==> src/rtl/core/dar_pkg.sv <==
// Types, constants and reply tables of the DNS A-record responder.
`timescale 1ns / 1ps
package dar_pkg;

  localparam int MaxNameDefault = 255;
  localparam int QueueDepthDefault = 4;
  localparam int PosW = 9;
  localparam int AnsIdxW = 5;
  localparam logic [AnsIdxW-1:0] AnsLastIdx = 5'd20;
  localparam logic [PosW-1:0] HdrLastPos = 9'd11;

  typedef enum logic {
    KIND_BYTE,
    KIND_ANSWER
  } dar_kind_e;

  typedef struct packed {
    dar_kind_e  kind;
    logic [7:0] data;
    logic       last;
    logic       err;
  } dar_cmd_t;

  function automatic logic [7:0] hdr_byte(input logic [3:0] idx);
    logic [7:0] b;
    case (idx)
      4'd0: b = 8'h81;
      4'd1: b = 8'h80;
      4'd3: b = 8'h01;
      4'd5: b = 8'h01;
      default: b = 8'h00;
    endcase
    return b;
  endfunction

  function automatic logic [7:0] ans_byte(input logic [AnsIdxW-1:0] idx,
                                          input logic [31:0] addr);
    logic [7:0] b;
    case (idx)
      5'd2, 5'd4, 5'd8, 5'd10: b = 8'h01;
      5'd5: b = 8'hC0;
      5'd6: b = 8'h0C;
      5'd14: b = 8'h3C;
      5'd16: b = 8'h04;
      5'd17: b = addr[31:24];
      5'd18: b = addr[23:16];
      5'd19: b = addr[15:8];
      5'd20: b = addr[7:0];
      default: b = 8'h00;
    endcase
    return b;
  endfunction

endpackage

==> src/rtl/core/dar_front.sv <==
// Front end: accepts query words, tracks the query layout and issues reply commands.
`timescale 1ns / 1ps
module dar_front import dar_pkg::*; #(
  parameter int MAX_NAME = MaxNameDefault
) (
  input  logic       clk_i,
  input  logic       rst_ni,
  input  logic       in_valid_i,
  output logic       in_ready_o,
  input  logic [7:0] in_byte_i,
  input  logic       in_last_i,
  input  logic       q_ready_i,
  output logic       q_push_o,
  output dar_cmd_t   q_cmd_o
);

  typedef enum logic [1:0] {
    PH_HEADER,
    PH_NAME,
    PH_DONE,
    PH_DISCARD
  } phase_e;

  phase_e          phase_q, phase_d;
  logic [PosW-1:0] pos_q, pos_d;
  logic            fire;
  logic            too_long;

  assign in_ready_o = q_ready_i;
  assign fire = in_valid_i && q_ready_i;
  assign too_long = ({1'b0, pos_q} + (PosW+1)'(1)) >= (PosW+1)'(MAX_NAME);

  always_comb begin
    phase_d = phase_q;
    pos_d = pos_q;
    q_push_o = 1'b0;
    q_cmd_o = '{kind: KIND_BYTE, data: 8'h00, last: 1'b0, err: 1'b0};
    if (fire) begin
      case (phase_q)
        PH_HEADER: begin
          q_push_o = 1'b1;
          if (in_last_i) begin
            q_cmd_o.last = 1'b1;
            q_cmd_o.err = 1'b1;
            pos_d = '0;
          end else begin
            q_cmd_o.data = (pos_q < PosW'(2)) ? in_byte_i : hdr_byte(pos_q[3:0] - 4'd2);
            if (pos_q >= HdrLastPos) begin
              pos_d = '0;
              phase_d = PH_NAME;
            end else begin
              pos_d = pos_q + PosW'(1);
            end
          end
        end
        PH_NAME: begin
          q_push_o = 1'b1;
          if (in_byte_i == 8'h00) begin
            q_cmd_o.kind = KIND_ANSWER;
            pos_d = '0;
            phase_d = in_last_i ? PH_HEADER : PH_DONE;
          end else if (in_last_i || too_long) begin
            q_cmd_o.last = 1'b1;
            q_cmd_o.err = 1'b1;
            pos_d = '0;
            phase_d = in_last_i ? PH_HEADER : PH_DISCARD;
          end else begin
            q_cmd_o.data = in_byte_i;
            pos_d = pos_q + PosW'(1);
          end
        end
        default: begin
          if (in_last_i) begin
            pos_d = '0;
            phase_d = PH_HEADER;
          end
        end
      endcase
    end
  end

  always_ff @(posedge clk_i or negedge rst_ni) begin
    if (!rst_ni) begin
      phase_q <= PH_HEADER;
      pos_q <= '0;
    end else begin
      phase_q <= phase_d;
      pos_q <= pos_d;
    end
  end

endmodule

==> src/rtl/core/dar_queue.sv <==
// Short command queue between the front end and the back end.
`timescale 1ns / 1ps
module dar_queue import dar_pkg::*; #(
  parameter int Depth = QueueDepthDefault
) (
  input  logic     clk_i,
  input  logic     rst_ni,
  input  logic     push_i,
  input  dar_cmd_t push_cmd_i,
  output logic     ready_o,
  input  logic     pop_i,
  output dar_cmd_t head_o,
  output logic     empty_o
);

  localparam int PtrW = (Depth > 1) ? $clog2(Depth) : 1;
  localparam int CntW = $clog2(Depth + 1);

  dar_cmd_t        mem_q [Depth];
  logic [PtrW-1:0] wr_ptr_q, rd_ptr_q;
  logic [CntW-1:0] count_q;
  logic            do_push, do_pop;

  assign ready_o = count_q != CntW'(Depth);
  assign empty_o = count_q == '0;
  assign head_o = mem_q[rd_ptr_q];
  assign do_push = push_i && ready_o;
  assign do_pop = pop_i && !empty_o;

  function automatic logic [PtrW-1:0] next_ptr(input logic [PtrW-1:0] p);
    return (p == PtrW'(Depth - 1)) ? '0 : p + PtrW'(1);
  endfunction

  always_ff @(posedge clk_i) begin
    if (do_push) begin
      mem_q[wr_ptr_q] <= push_cmd_i;
    end
  end

  always_ff @(posedge clk_i or negedge rst_ni) begin
    if (!rst_ni) begin
      wr_ptr_q <= '0;
      rd_ptr_q <= '0;
      count_q <= '0;
    end else begin
      if (do_push) begin
        wr_ptr_q <= next_ptr(wr_ptr_q);
      end
      if (do_pop) begin
        rd_ptr_q <= next_ptr(rd_ptr_q);
      end
      if (do_push && !do_pop) begin
        count_q <= count_q + CntW'(1);
      end else if (do_pop && !do_push) begin
        count_q <= count_q - CntW'(1);
      end
    end
  end

endmodule

==> src/rtl/core/dar_back.sv <==
// Back end: turns reply commands into output words, expanding the answer record.
`timescale 1ns / 1ps
module dar_back import dar_pkg::*; (
  input  logic        clk_i,
  input  logic        rst_ni,
  input  dar_cmd_t    head_i,
  input  logic        empty_i,
  output logic        pop_o,
  input  logic [31:0] addr_i,
  output logic        out_valid_o,
  input  logic        out_ready_i,
  output logic [7:0]  out_byte_o,
  output logic        out_last_o,
  output logic        out_err_o
);

  typedef enum logic {
    ST_PASS,
    ST_BURST
  } state_e;

  state_e             state_q;
  logic [AnsIdxW-1:0] idx_q;
  logic               valid_q;
  logic [7:0]         byte_q;
  logic               last_q;
  logic               err_q;
  logic               out_free;

  assign out_free = !valid_q || out_ready_i;
  assign pop_o = (state_q == ST_PASS) && !empty_i && out_free;

  assign out_valid_o = valid_q;
  assign out_byte_o = byte_q;
  assign out_last_o = last_q;
  assign out_err_o = err_q;

  always_ff @(posedge clk_i or negedge rst_ni) begin
    if (!rst_ni) begin
      state_q <= ST_PASS;
      idx_q <= '0;
      valid_q <= 1'b0;
      byte_q <= 8'h00;
      last_q <= 1'b0;
      err_q <= 1'b0;
    end else if (out_free) begin
      case (state_q)
        ST_PASS: begin
          valid_q <= !empty_i;
          if (!empty_i) begin
            if (head_i.kind == KIND_ANSWER) begin
              byte_q <= 8'h00;
              last_q <= 1'b0;
              err_q <= 1'b0;
              idx_q <= AnsIdxW'(1);
              state_q <= ST_BURST;
            end else begin
              byte_q <= head_i.data;
              last_q <= head_i.last;
              err_q <= head_i.err;
            end
          end
        end
        ST_BURST: begin
          valid_q <= 1'b1;
          byte_q <= ans_byte(idx_q, addr_i);
          last_q <= idx_q == AnsLastIdx;
          err_q <= 1'b0;
          idx_q <= idx_q + AnsIdxW'(1);
          if (idx_q == AnsLastIdx) begin
            state_q <= ST_PASS;
          end
        end
        default: begin
          state_q <= ST_PASS;
        end
      endcase
    end
  end

endmodule

==> src/rtl/core/dns_a_record_responder.sv <==
// Top level of the DNS A-record responder with its register port.
// Query words enter one per cycle and each header or name word yields one reply word
// through a four-entry command queue. The name terminator yields a burst of 21 words
// that the back end sends one per cycle while the output is ready, so input is taken at
// one word per cycle until the command queue fills behind such a burst; the back end's
// output register sets the sustained rate of one reply word per cycle while the output
// is ready. Register answer_address sits at byte address 0 and resets to zero.
`timescale 1ns / 1ps
module dns_a_record_responder import dar_pkg::*; #(
  parameter int MAX_NAME = MaxNameDefault,
  parameter int QUEUE_DEPTH = QueueDepthDefault
) (
  input  logic        clk_i,
  input  logic        rst_ni,
  input  logic        s_axis_tvalid,
  output logic        s_axis_tready,
  input  logic [7:0]  s_axis_tdata,   // [7:0] query_byte
  input  logic        s_axis_tlast,
  output logic        m_axis_tvalid,
  input  logic        m_axis_tready,
  output logic [7:0]  m_axis_tdata,   // [7:0] reply_byte
  output logic        m_axis_tlast,
  output logic        m_axis_tuser,   // [0] reply_error
  input  logic        psel,
  input  logic        penable,
  input  logic        pwrite,
  input  logic [2:0]  paddr,
  input  logic [31:0] pwdata,
  output logic [31:0] prdata,
  output logic        pready
);

  logic [31:0] answer_address_q;
  logic        q_ready, q_push, q_pop, q_empty;
  dar_cmd_t    q_cmd, q_head;

  assign pready = 1'b1;
  assign prdata = (paddr[2] == 1'b0) ? answer_address_q : 32'h0;

  always_ff @(posedge clk_i or negedge rst_ni) begin
    if (!rst_ni) begin
      answer_address_q <= 32'h0;
    end else if (psel && penable && pwrite && pready && (paddr[2] == 1'b0)) begin
      answer_address_q <= pwdata;
    end
  end

  dar_front #(.MAX_NAME(MAX_NAME)) u_front (
    .clk_i      (clk_i),
    .rst_ni     (rst_ni),
    .in_valid_i (s_axis_tvalid),
    .in_ready_o (s_axis_tready),
    .in_byte_i  (s_axis_tdata),
    .in_last_i  (s_axis_tlast),
    .q_ready_i  (q_ready),
    .q_push_o   (q_push),
    .q_cmd_o    (q_cmd)
  );

  dar_queue #(.Depth(QUEUE_DEPTH)) u_queue (
    .clk_i      (clk_i),
    .rst_ni     (rst_ni),
    .push_i     (q_push),
    .push_cmd_i (q_cmd),
    .ready_o    (q_ready),
    .pop_i      (q_pop),
    .head_o     (q_head),
    .empty_o    (q_empty)
  );

  dar_back u_back (
    .clk_i       (clk_i),
    .rst_ni      (rst_ni),
    .head_i      (q_head),
    .empty_i     (q_empty),
    .pop_o       (q_pop),
    .addr_i      (answer_address_q),
    .out_valid_o (m_axis_tvalid),
    .out_ready_i (m_axis_tready),
    .out_byte_o  (m_axis_tdata),
    .out_last_o  (m_axis_tlast),
    .out_err_o   (m_axis_tuser)
  );

endmodule

==> config.mk <==
export PLATFORM = sky130hd
export DESIGN_NAME = dns_a_record_responder
export DESIGN_NICKNAME = d
export VERILOG_FILES = /design/src/rtl/core/dar_pkg.sv /design/src/rtl/core/dar_front.sv /design/src/rtl/core/dar_queue.sv /design/src/rtl/core/dar_back.sv /design/src/rtl/core/dns_a_record_responder.sv
export SDC_FILE = /design/constraint.sdc
export NUM_CORES = 1
export LEC_CHECK = 0
export BUFFER_PORTS_ARGS = -buffer_cell sky130_fd_sc_hd__buf_2
export CORE_UTILIZATION = 55
export CTS_BUF_LIST = sky130_fd_sc_hd__clkbuf_8
export DETAILED_ROUTE_END_ITERATION = 10
export PLACE_DENSITY = 0.79
export SYNTH_ARGS = -nofsm -noshare
export SYNTH_HDL_FRONTEND = slang
export SYNTH_SLANG_ARGS = --single-unit
==> constraint.sdc <==
create_clock -name clk_i -period 6.4 [get_ports clk_i]
set_clock_uncertainty 0.05 [all_clocks]
set_input_delay 0.64 -clock clk_i [delete_from_list [all_inputs] [get_ports clk_i]]
set_output_delay 0.64 -clock clk_i [all_outputs]
set_load 0.01 [all_outputs]
==> out/metrics.cfg, run 1 <==
[timing]
finalCritPeriodShare_pct=41.76
fmax_ghz=0.3742
final_max_slew_viol_count=0
period_needed_ps=2673
hold_viol_final=0
rsz0062_at_grt=false
worstMarginPinSlew_ps=1016
slew_headroom_pct=31.33
setup-tns-final_ps=0
finalSetupViolations=0

[status]
status=complete, no violations

[finish]
seq_area_sq_mm=0.002878
drive_gt1_share_pct=31.81
final_util_pct=65.31
n_fill_cell=719
multi_input_area_sq_mm=0.002326
synthToLayoutAreaGrowth_pct=13.79
finalNetCount=588
n_antenna_cell=0

[yosys]
synth-seq-cells=107
async_flop_share_pct=62.62
synthMuxAreaShare_pct=12.18
syn_area_sq_mm=0.005354
yosysWarnings=0
synth_xor_area_share_pct=1.309
synth_top_family_by_area=simple AND/OR/NAND/NOR gates
synth_top_cell_by_area=dfrtp_1
netlist_top_cells_area=dfrtp_1 (31%), edfxtp_1 (22%), mux2_2 (7.8%)
synth_edf_count=40
synth_top_flop_cell=dfrtp_1
yosys-top-cells-count=dfrtp_1 (67), edfxtp_1 (40), mux2_2 (37), nor2b_1 (37), nor2_1 (27)
synth_most_common_cell=dfrtp_1
synth_fa_ha_area_share_pct=4.113
synth-simple-area-share_pct=15.03
syn_area_per_cell_sq_um=12.28
synth_nets=504
synth.distinct_cells=62
yosysTopAreaCellShare_pct=31.32
synth-compound-area-share_pct=10.75
syn-instance-count=436
seq_area_frac_synth_pct=53.75

[power]
power.switching_uw=777.2
p_sw_share_pct=35.86
power_frac_clock_pct=17.5
seqPwrFrac_pct=49.0
powerDensity_mw_per_mm2=355.7
p_leak_uw=0.002610
ir_drop_mv=0.2519
comb_power_share_pct=33.5
internal_power_uw=1390

[critical_path]
rrSetupSlack_ps=3730
crit_path_end_kind=flop
critPathArrivalTime_ps=2890
cp-start-kind=flop
criticalPathCategory=flop to flop
worst_ep_required_time_ps=6620
path_max_fanout=12

[floorplan]
core_sq_mm=0.009328
die_h_um=100.7
row_count=35
initial_core_util_pct=57.40
die_width_um=100.7
io_pins=96
die_area_sq_mm=0.01013

[detailed_routing]
routed_wl_um=10880
routedLengthMet1_um=4847
dr.pass1.iters=4
top_layer=met4
initialDrtViolationCount=160
vias=3728
drc=0
wl_per_cell_um=16.64
via_per_inst=5.700
wl_met3_um=471
ant_nets=0
dr_wl_met2_um=5399

[clock_tree]
clockRootBuffer=clkbuf_8
postCtsResizedCells=0
cts_hold_buffers=0
cts_tree=yes
numCtsBuffers=9
clk_latency_ps=370
cts.clk_slew.worst_paths_ps=100
clock_sinks=107
cts_setup_buffers=0
clk_path_buf_depth=2
htree_levels=3

[place]
portBuffers=92
gp_congestion=0.8467
place.detailed.hpwl_um=7906

[grt]
grt_pass1_vias=3566
grt_max_degree=68
grt_pass1_wl_um=17740
grtUsageTotal_pct=22.95
gr-total-overflow=0
antenna_found_initial=0

[worst_hold_path]
hp-class=primary input to asynchronous set/reset pin

[job]
maxCapViolations=0

-- metal layers --
layer  vias up  GRT usage (%)
met5         -              0
met4         0          7.358
met3        15          4.022
met2       104          39.78
met1      1827          29.41
li1       1782              -
-- metrics by stage --
| stage | worst slack, ps | power (uW) | instances | area [sq um] | hold WS, ps |
|---|---|---|---|---|---|
| floorplan | 3800 | 1570 | 436 | 5354 | 294.4 |
| finish | 3727 | 2167 | 654 | 6092 | 413.0 |
| detailed placement | 3710 | 1810 | 638 | 5916 | 466.8 |
| global placement | 3723 | 1760 | 638 | 5916 | 444.9 |
| CTS | 3720 | 2182 | 654 | 6092 | 425.2 |
| global route | 3520 | 2311 | 654 | 6092 | 428.9 |
-- critical path, stage by stage, from the launching register on --
cell      delay (ps)
dfrtp_1          460
or3b_2           560
nand3b_2         260
inv_1            240
ha_1             270
inv_1             80
fa_1             390
mux2_2           270
-- power by group through the flow --
stage	Clock (uW)	Combinational (uW)	Sequential, uW
final	379	725	1060
after global routing	407	811	1090
after CTS	386	729	1070
after detailed placement	0	727	1080
after global placement	0	694	1070
after floorplan	0	568	1000
-- sequential cells by signal, indices dropped and copies added (netlist names), 2 cells and up --
| name | cells |
|---|---|
| answer_address_q | 32 |
| u_queue.count_q | 3 |
| u_back.idx_q | 5 |
| u_front.phase_q | 2 |
| u_queue.wr_ptr_q | 2 |
| u_queue.rd_ptr_q | 2 |
| u_back.out_byte_o | 8 |
| u_queue.mem_q | 40 |
| u_front.pos_q | 9 |
-- area by class of cell --
type / instances / share of cell area, %
Sequential cell: 107 / 47.24
Multi-Input combinational cell: 291 / 38.18
Timing Repair Buffer: 97 / 8.174
Tap cell: 129 / 2.649
Clock buffer: 9 / 2.033
Clock inverter: 7 / 0.8626
Inverter: 14 / 0.8626
-- placed cells by master (no fill, tap or decap), types with 3 or more instances in the layout --
cell type and count:
dfrtp_1 67, a221o_1 4, nor2_1 27, nor4bb_1 3, nand3_1 9, nand2_1 17
ha_1 16, edfxtp_1 40, xor2_1 3, a21oi_1 17, buf_2 92, nor2b_1 37
or4_1 3, buf_4 5, xnor2_1 5, a22oi_1 12, and3b_1 3, mux2_2 37
inv_1 15, nor3_1 5, nand2b_1 4, nor4_1 5, clkbuf_8 9, o211ai_1 4
and2_1 14, o21ai_0 7, a32oi_1 8, mux4_2 10
-- cell families (layout without fill, tap and decap cells) --
kind of cell / count (synthesis) / after routing
simple gates: 141 / 141
fa+ha+maj: 17 / 17
mux: 48 / 48
xor+xnor: 8 / 8
other cells: 1 / 1
flops: 107 / 107
compound gates: 76 / 76
buf+inv: 38 / 127
-- final timing paths --
| check | startpoint | end | depth (start not counted) |
|---|---|---|---|
| max in group asynchronous | rst_ni | answer_address_q[22] | 2 |
| max reg2reg | u_queue.count_q[0] | u_queue.count_q[1] | 7 |
| min reg2reg | answer_address_q[25] | answer_address_q[25] | 1 |
| min | rst_ni | answer_address_q[16] | 2 |
| max | u_queue.count_q[0] | u_queue.count_q[1] | 7 |
| min in group clk_i | pwdata[17] | answer_address_q[17] | 2 |
(Power assumes the default switching activity.)
==> run 2: changes to the inputs <==
--- a/config.mk
+++ b/config.mk
@@ -5,8 +5,9 @@
 export SDC_FILE = /design/constraint.sdc
 export NUM_CORES = 1
 export LEC_CHECK = 0
+export ABC_AREA = 1
 export BUFFER_PORTS_ARGS = -buffer_cell sky130_fd_sc_hd__buf_2
-export CORE_UTILIZATION = 55
+export CORE_UTILIZATION = 53
 export CTS_BUF_LIST = sky130_fd_sc_hd__clkbuf_8
 export DETAILED_ROUTE_END_ITERATION = 10
 export PLACE_DENSITY = 0.79
==> constraint.sdc (replaced) <==
create_clock -name clk_i -period 2.2 [get_ports clk_i]
set_clock_uncertainty 0.05 [all_clocks]
set_input_delay 0.22 -clock clk_i [delete_from_list [all_inputs] [get_ports clk_i]]
set_output_delay 0.22 -clock clk_i [all_outputs]
set_load 0.01 [all_outputs]
==> run 2 against run 1 <==
Clock-buffer cell count unchanged. Worst hold slack got worse by 370 ps. Combinational power rose to 3.7 times the previous value. Highest routed layer unchanged. Critical path depth up 3. First-iteration DRC count is 54% higher. Register-to-register slack got worse by 3600 ps. Die area is 6.0% higher. Final area increased by 4.4%.
==> out/metrics.cfg, run 2 <==
[timing]
finalCritPeriodShare_pct=92.14
fin_ws_ps=172.8
rsz0062_at_grt=false
setup-tns-final_ps=0
worstMarginPinSlew_ps=625.0
finalSetupViolations=0
slew_headroom_pct=57.95
final_max_slew_viol_count=0
hold_viol_final=0
fmax_ghz=0.4933
hold_ws_ps=38.38
period_needed_ps=2027

[power]
seqPwrFrac_pct=44.3
internal_power_uw=3993
p_sw_share_pct=39.92
ir_drop_mv=0.4505
power.switching_uw=2653
power_frac_clock_pct=15.0
p_leak_uw=0.003090
power.total_uw=6646
comb_power_share_pct=40.7
powerDensity_mw_per_mm2=1045

[grt]
grt_pass1_wl_um=21910
gr-total-overflow=0
grt_pass1_vias=4619
antenna_found_initial=0
grtUsageTotal_pct=25.48
grt_max_degree=65

[place]
portBuffers=92
post-place-ws_ps=20.47
gp_congestion=0.8959
place_area_sq_mm=0.006141
place.detailed.hpwl_um=9427

[worst_hold_path]
hp-class=primary input to flop
hold_start=pwdata[6]

[yosys]
synth_most_common_cell=nor2_1
syn_area_sq_mm=0.005477
synth.distinct_cells=38
yosysTopAreaCellShare_pct=30.61
syn-instance-count=646
synth-seq-cells=107
synth_top_cell_by_area=dfrtp_1
async_flop_share_pct=62.62
synth_edf_count=40
seq_area_frac_synth_pct=52.55
synth_top_flop_cell=dfrtp_1
yosysWarnings=0
netlist_top_cells_area=dfrtp_1 (31%), edfxtp_1 (22%), nor2_1 (9.3%)
syn_area_per_cell_sq_um=8.478
yosys-top-cells-count=nor2_1 (135), nand2_1 (104), inv_1 (76)
synth_nets=714

[job]
maxCapViolations=0

[critical_path]
crit_path_end_kind=flop
startpoint=u_queue.count_q[1]
path_max_fanout=4
cp-start-kind=flop
worst_ep_required_time_ps=2400
critPathArrivalTime_ps=2230
rr_startpoint=u_queue.count_q[1]
criticalPathCategory=flop to flop

[clock_tree]
cts.clk_slew.worst_paths_ps=90
clk_latency_ps=370
clock_sinks=107
cts_tree=yes
htree_levels=3
clk_path_buf_depth=2
numCtsBuffers=9
clockRootBuffer=clkbuf_8

[floorplan]
io_pins=96
row_count=36
die_h_um=103.7
core_sq_mm=0.009910
initial_core_util_pct=55.27
die_width_um=103.7
die_area_sq_mm=0.01074

[detailed_routing]
ant_nets=0
initialDrtViolationCount=247
vias=4703
via_per_inst=5.338
routed_wl_um=12830
dr.pass1.iters=5
wl_per_cell_um=14.56
drc=0

[finish]
largest_reg_flops=40
synthToLayoutAreaGrowth_pct=16.11
n_antenna_cell=0
reg_top3=u_queue.mem_q (40), answer_address_q (32), u_front.pos_q (9)
layout_common_cells=nor2_1 (127), nand2_1 (103), buf_2 (92)
drive_gt1_share_pct=21.66
finalNetCount=813
max_flop_register=u_queue.mem_q
layout_commonest_cell=nor2_1
design_area_sq_mm=0.006359

[status]
status=complete, no violations

run 2: changes by cell type after synthesis, sizes merged, moves of 24 or more:
cell	change
mux2	-36
inv	+63
nand2	+92
a21oi	+24
nor2b	-37
nor2	+115
o21ai	+35
run 2: cell families (layout without fill, tap and decap cells):
group	Yosys count	after routing	synth area share (%)
other	1	1	0.06847
AOI/OAI and AO/OA	114	114	11.40
DFF	107	107	52.55
buffers and inverters	104	206	7.631
xor gates and xnor gates	4	4	0.6396
adders and majority gates	17	17	4.021
muxes	1	1	0.2056
and+or+nand+nor	298	298	23.49
run 2: stage by stage:
step | cells | util [%]
2_1_floorplan | 646 | -
3_3_place_gp | 865 | 61.97
3_5_place_dp | 865 | 61.97
4_1_cts | 880 | 63.56
5_1_grt | 881 | 64.17
6_report | 881 | 64.17
run 2: routing by layer:
metal / part of all wire, % / track usage [%] / vias to the layer above
met5: 0 / 0 / -
li1: - / - / 2295
met1: 42 / 32.59 / 2233
met2: 50 / 43.05 / 142
met4: 2.7 / 11.53 / 0
met3: 4.8 / 3.713 / 33
run 2: worst max-delay path, stage by stage (launching register included):
cell and delay (ps):
dfrtp_1 410, nor2_1 80, a21boi_1 210, inv_2 80, nor2_2 100, ha_1 150, inv_1 80, fa_2 400
a21oi_2 110, o21ai_0 100, xnor2_1 140
run 2: area by class of cell:
cell class	count	area, sq um
Sequential cell	107	2880
Multi-Input combinational cell	435	2236
Fill cell	854	3551
Clock buffer	9	123.9
Tap cell	133	166.4
Clock inverter	5	18.77
Inverter	78	292.8
Timing Repair Buffer	114	640.6
run 2: power groups by stage:
| stage | Clock (uW) | Sequential [uW] | Combinational, uW |
|---|---|---|---|
| 2_1_floorplan | 0 | 2910 | 1790 |
| 3_3_place_gp | 0 | 2940 | 2510 |
| 3_5_place_dp | 0 | 2970 | 2620 |
| 4_1_cts | 1010 | 2930 | 2640 |
| 5_1_grt | 1090 | 3000 | 3060 |
| 6_report | 999 | 2940 | 2700 |
run 2: worst paths after layout:
check	endpoint	slack (ps)	cells past startpoint
setup / recovery	u_queue.count_q[2]	170	10
min in group asynchronous	u_back.out_err_o	310	2
setup reg to reg	u_queue.count_q[2]	170	10
hold reg to reg	u_back.out_err_o	480	2
hold / removal	answer_address_q[6]	40	3
max in group asynchronous	u_front.pos_q[2]	1120	3
run 2: timing repair:
action,in CTS,in global routing
hold buffers,1,0
gates cloned,0,0
gates resized for setup,2,19
buffers inserted,0,1
setup endpoints to repair,8,49
pin swaps,0,3
endpoints found under the hold margin,21,0
==> run 3: changes to the inputs <==
--- a/config.mk
+++ b/config.mk
@@ -7,10 +7,12 @@
 export LEC_CHECK = 0
 export ABC_AREA = 1
 export BUFFER_PORTS_ARGS = -buffer_cell sky130_fd_sc_hd__buf_2
-export CORE_UTILIZATION = 53
+export CORE_UTILIZATION = 54
 export CTS_BUF_LIST = sky130_fd_sc_hd__clkbuf_8
+export CTS_CLUSTER_SIZE = 16
 export DETAILED_ROUTE_END_ITERATION = 10
 export PLACE_DENSITY = 0.79
 export SYNTH_ARGS = -nofsm -noshare
 export SYNTH_HDL_FRONTEND = slang
+export SYNTH_HIERARCHICAL = 1
 export SYNTH_SLANG_ARGS = --single-unit
==> run 3 against run 2 <==
Via count rose by 6.2%. First-iteration DRC count rose by 12%. Critical path type unchanged. Clock power grew 12%.
==> out/metrics.cfg, run 3 <==
[clock_tree]
clk_path_buf_depth=2
clk_latency_ps=390
htree_levels=3
numCtsBuffers=9
clockRootBuffer=clkbuf_8
cts.clk_slew.worst_paths_ps=100
cts_tree=yes
clock_sinks=111

[critical_path]
worst_ep_required_time_ps=2290
slowest_delay_ps=450
slowest_stage=dfrtp_2
path_delay_family=simple AND/OR/NAND/NOR gates
crit_path_end_kind=flop
path_max_fanout=6
path_cells=buf_4, ha_1, nand2_2, nor2_4, nand3_2, nand2_2, nor2_1, nand2_2, nand3_4, nand2_4, inv_4, nor2_2
criticalPathCategory=flop to flop
worst-path-buf-inv=2
cp-start-kind=flop
crit_top_cell=nand2_2
critPathArrivalTime_ps=2140

[yosys]
synth_top_cell_by_area=dfrtp_1
yosys-top-cells-count=nand2_1 (189), inv_1 (124), nor2_1 (78)
syn-instance-count=756
seq_area_frac_synth_pct=47.48
synth-seq-cells=111
synth_nets=824
synth.distinct_cells=41
synth_most_common_cell=nand2_1
yosysTopAreaCellShare_pct=26.56
yosysWarnings=6
syn_area_sq_mm=0.006314
async_flop_share_pct=60.36
synth_top_flop_cell=dfrtp_1
netlist_top_cells_area=dfrtp_1 (27%), edfxtp_1 (21%), nand2_1 (11%)
synth_edf_count=44
syn_area_per_cell_sq_um=8.351

[timing]
finalCritPeriodShare_pct=93.31
fin_ws_ps=147.2
hold_ws_ps=16.69
slew_headroom_pct=55.30
worstMarginPinSlew_ps=664.4
fmax_ghz=0.4871
period_needed_ps=2053
hold_viol_final=0
finalSetupViolations=0
final_max_slew_viol_count=0

[finish]
seq_area_sq_mm=0.002999
finalNetCount=932
n_fill_cell=950
max_flop_register=u_queue/mem_q
largest_reg_flops=44
synthToLayoutAreaGrowth_pct=14.70
reg_top3=u_queue/mem_q (44), answer_address_q (32), u_front/pos_q (9)
multi_input_area_sq_mm=0.002609
n_antenna_cell=0
layout_common_cells=nand2_1 (189), inv_1 (125), buf_2 (92)
layout_commonest_cell=nand2_1
drive_gt1_share_pct=22.32

[detailed_routing]
via_per_inst=4.935
dr.pass1.iters=5
vias=4994
ant_nets=0
drc=0
routed_wl_um=13010
wl_per_cell_um=12.85
initialDrtViolationCount=276

[floorplan]
row_count=39
io_pins=96
die_area_sq_mm=0.01213
die_width_um=110.1
core_sq_mm=0.01142
initial_core_util_pct=55.29
die_h_um=110.1

[grt]
grt_max_degree=49
grt_pass1_wl_um=21310
grt_pass1_vias=4641
grtUsageTotal_pct=23.17
antenna_found_initial=0
gr-total-overflow=0

[power]
power.switching_uw=3152
p_leak_uw=0.003701
seqPwrFrac_pct=42.0
comb_power_share_pct=43.1
power_frac_clock_pct=14.9
powerDensity_mw_per_mm2=1038
p_sw_share_pct=41.94
internal_power_uw=4365
ir_drop_mv=0.6604

[job]
maxCapViolations=0

[place]
portBuffers=92
gp_congestion=0.8516
place.detailed.hpwl_um=9469
post-place-ws_ps=39.79

[status]
status=complete, no violations

[worst_hold_path]
hp-class=primary input to flop

-- run 3: cell count changes after synthesis, moves of 13 or more --
cell and change:
clkbuf_1 -13, inv_1 +48, nand2_1 +85, o21ai_0 -22, a21oi_1 -25, nand3_1 +44
o22ai_1 -13, nor2_1 -57, o211ai_1 +21
-- run 3: worst min-delay path, stage by stage --
cell     delay [ps]
buf_2            80
nand3_1          70
nand2_1          60
-- run 3: cell type report --
cell class,count,area share (%)
Tap cell,143,2.471
Sequential cell,111,41.41
Multi-Input combinational cell,481,36.02
Clock buffer,9,1.710
Clock inverter,7,0.6565
Inverter,132,6.945
Timing Repair Buffer,129,10.78
-- run 3: worst paths after layout --
| check | end | slack [ps] | cells after the start | startpoint |
|---|---|---|---|---|
| min in group asynchronous | answer_address_q[24] | 270 | 2 | rst_ni |
| worst min-delay path | answer_address_q[27] | 20 | 3 | pwdata[27] |
| worst max register to register | u_queue/mem_q[2][8] | 150 | 12 | u_front/pos_q[1] |
| worst max-delay path | u_queue/mem_q[2][8] | 150 | 12 | u_front/pos_q[1] |
| worst min register to register | u_front/phase_q[0] | 440 | 2 | u_front/phase_q[0] |
| max in group asynchronous | u_front/pos_q[1] | 1190 | 3 | rst_ni |
-- run 3: cells by family (layout without fill, tap and decap cells) --
logic type,Yosys count,after routing,share of synthesized area [%]
other,1,1,0.05940
AO/OA/AOI/OAI,76,76,7.947
flip-flops,111,111,47.48
buffers and inverters,164,277,12.11
XOR/XNOR,2,2,0.2775
adder cells (fa/ha/maj),17,17,3.488
AND/OR/NAND/NOR,385,385,28.64
-- run 3: power by group through the flow --
stage / sequential, uW / clock, uW / combinational (uW)
after floorplan: 3090 / 0 / 2420
after global placement: 3180 / 0 / 3020
after detailed placement: 3200 / 0 / 3090
after CTS: 3150 / 1150 / 3120
after global routing: 3230 / 1230 / 3710
final: 3160 / 1120 / 3240
-- run 3: repair_timing --
| action | CTS | global route |
|---|---|---|
| hold endpoints to repair | 30 | 0 |
| resized for setup | 0 | 14 |
| setup endpoints to repair | 0 | 42 |
| hold buffers | 12 | 0 |
| setup buffers | 0 | 5 |
-- run 3: stage by stage --
| stage | cell area (sq um) | std cells | setup TNS [ps] | power [uW] | utilization [%] |
|---|---|---|---|---|---|
| floorplan | 6314 | 756 | 0 | 5513 | - |
| global placement | 6854 | 979 | 0 | 6203 | 60.03 |
| detailed placement | 6854 | 979 | 0 | 6288 | 60.03 |
| CTS | 7146 | 1007 | 0 | 7423 | 62.58 |
| finish | 7242 | 1012 | 0 | 7517 | 63.42 |
| global route | 7242 | 1012 | -69.57 | 8166 | 63.42 |
-- run 3: per-layer routing --
layer,share of wire [%],vias up,track usage (%)
li1,-,2607,-
met1,45,2229,29.33
met2,48,131,38.53
met3,4.8,27,4.233
met4,2.8,0,11.00
met5,0,-,0
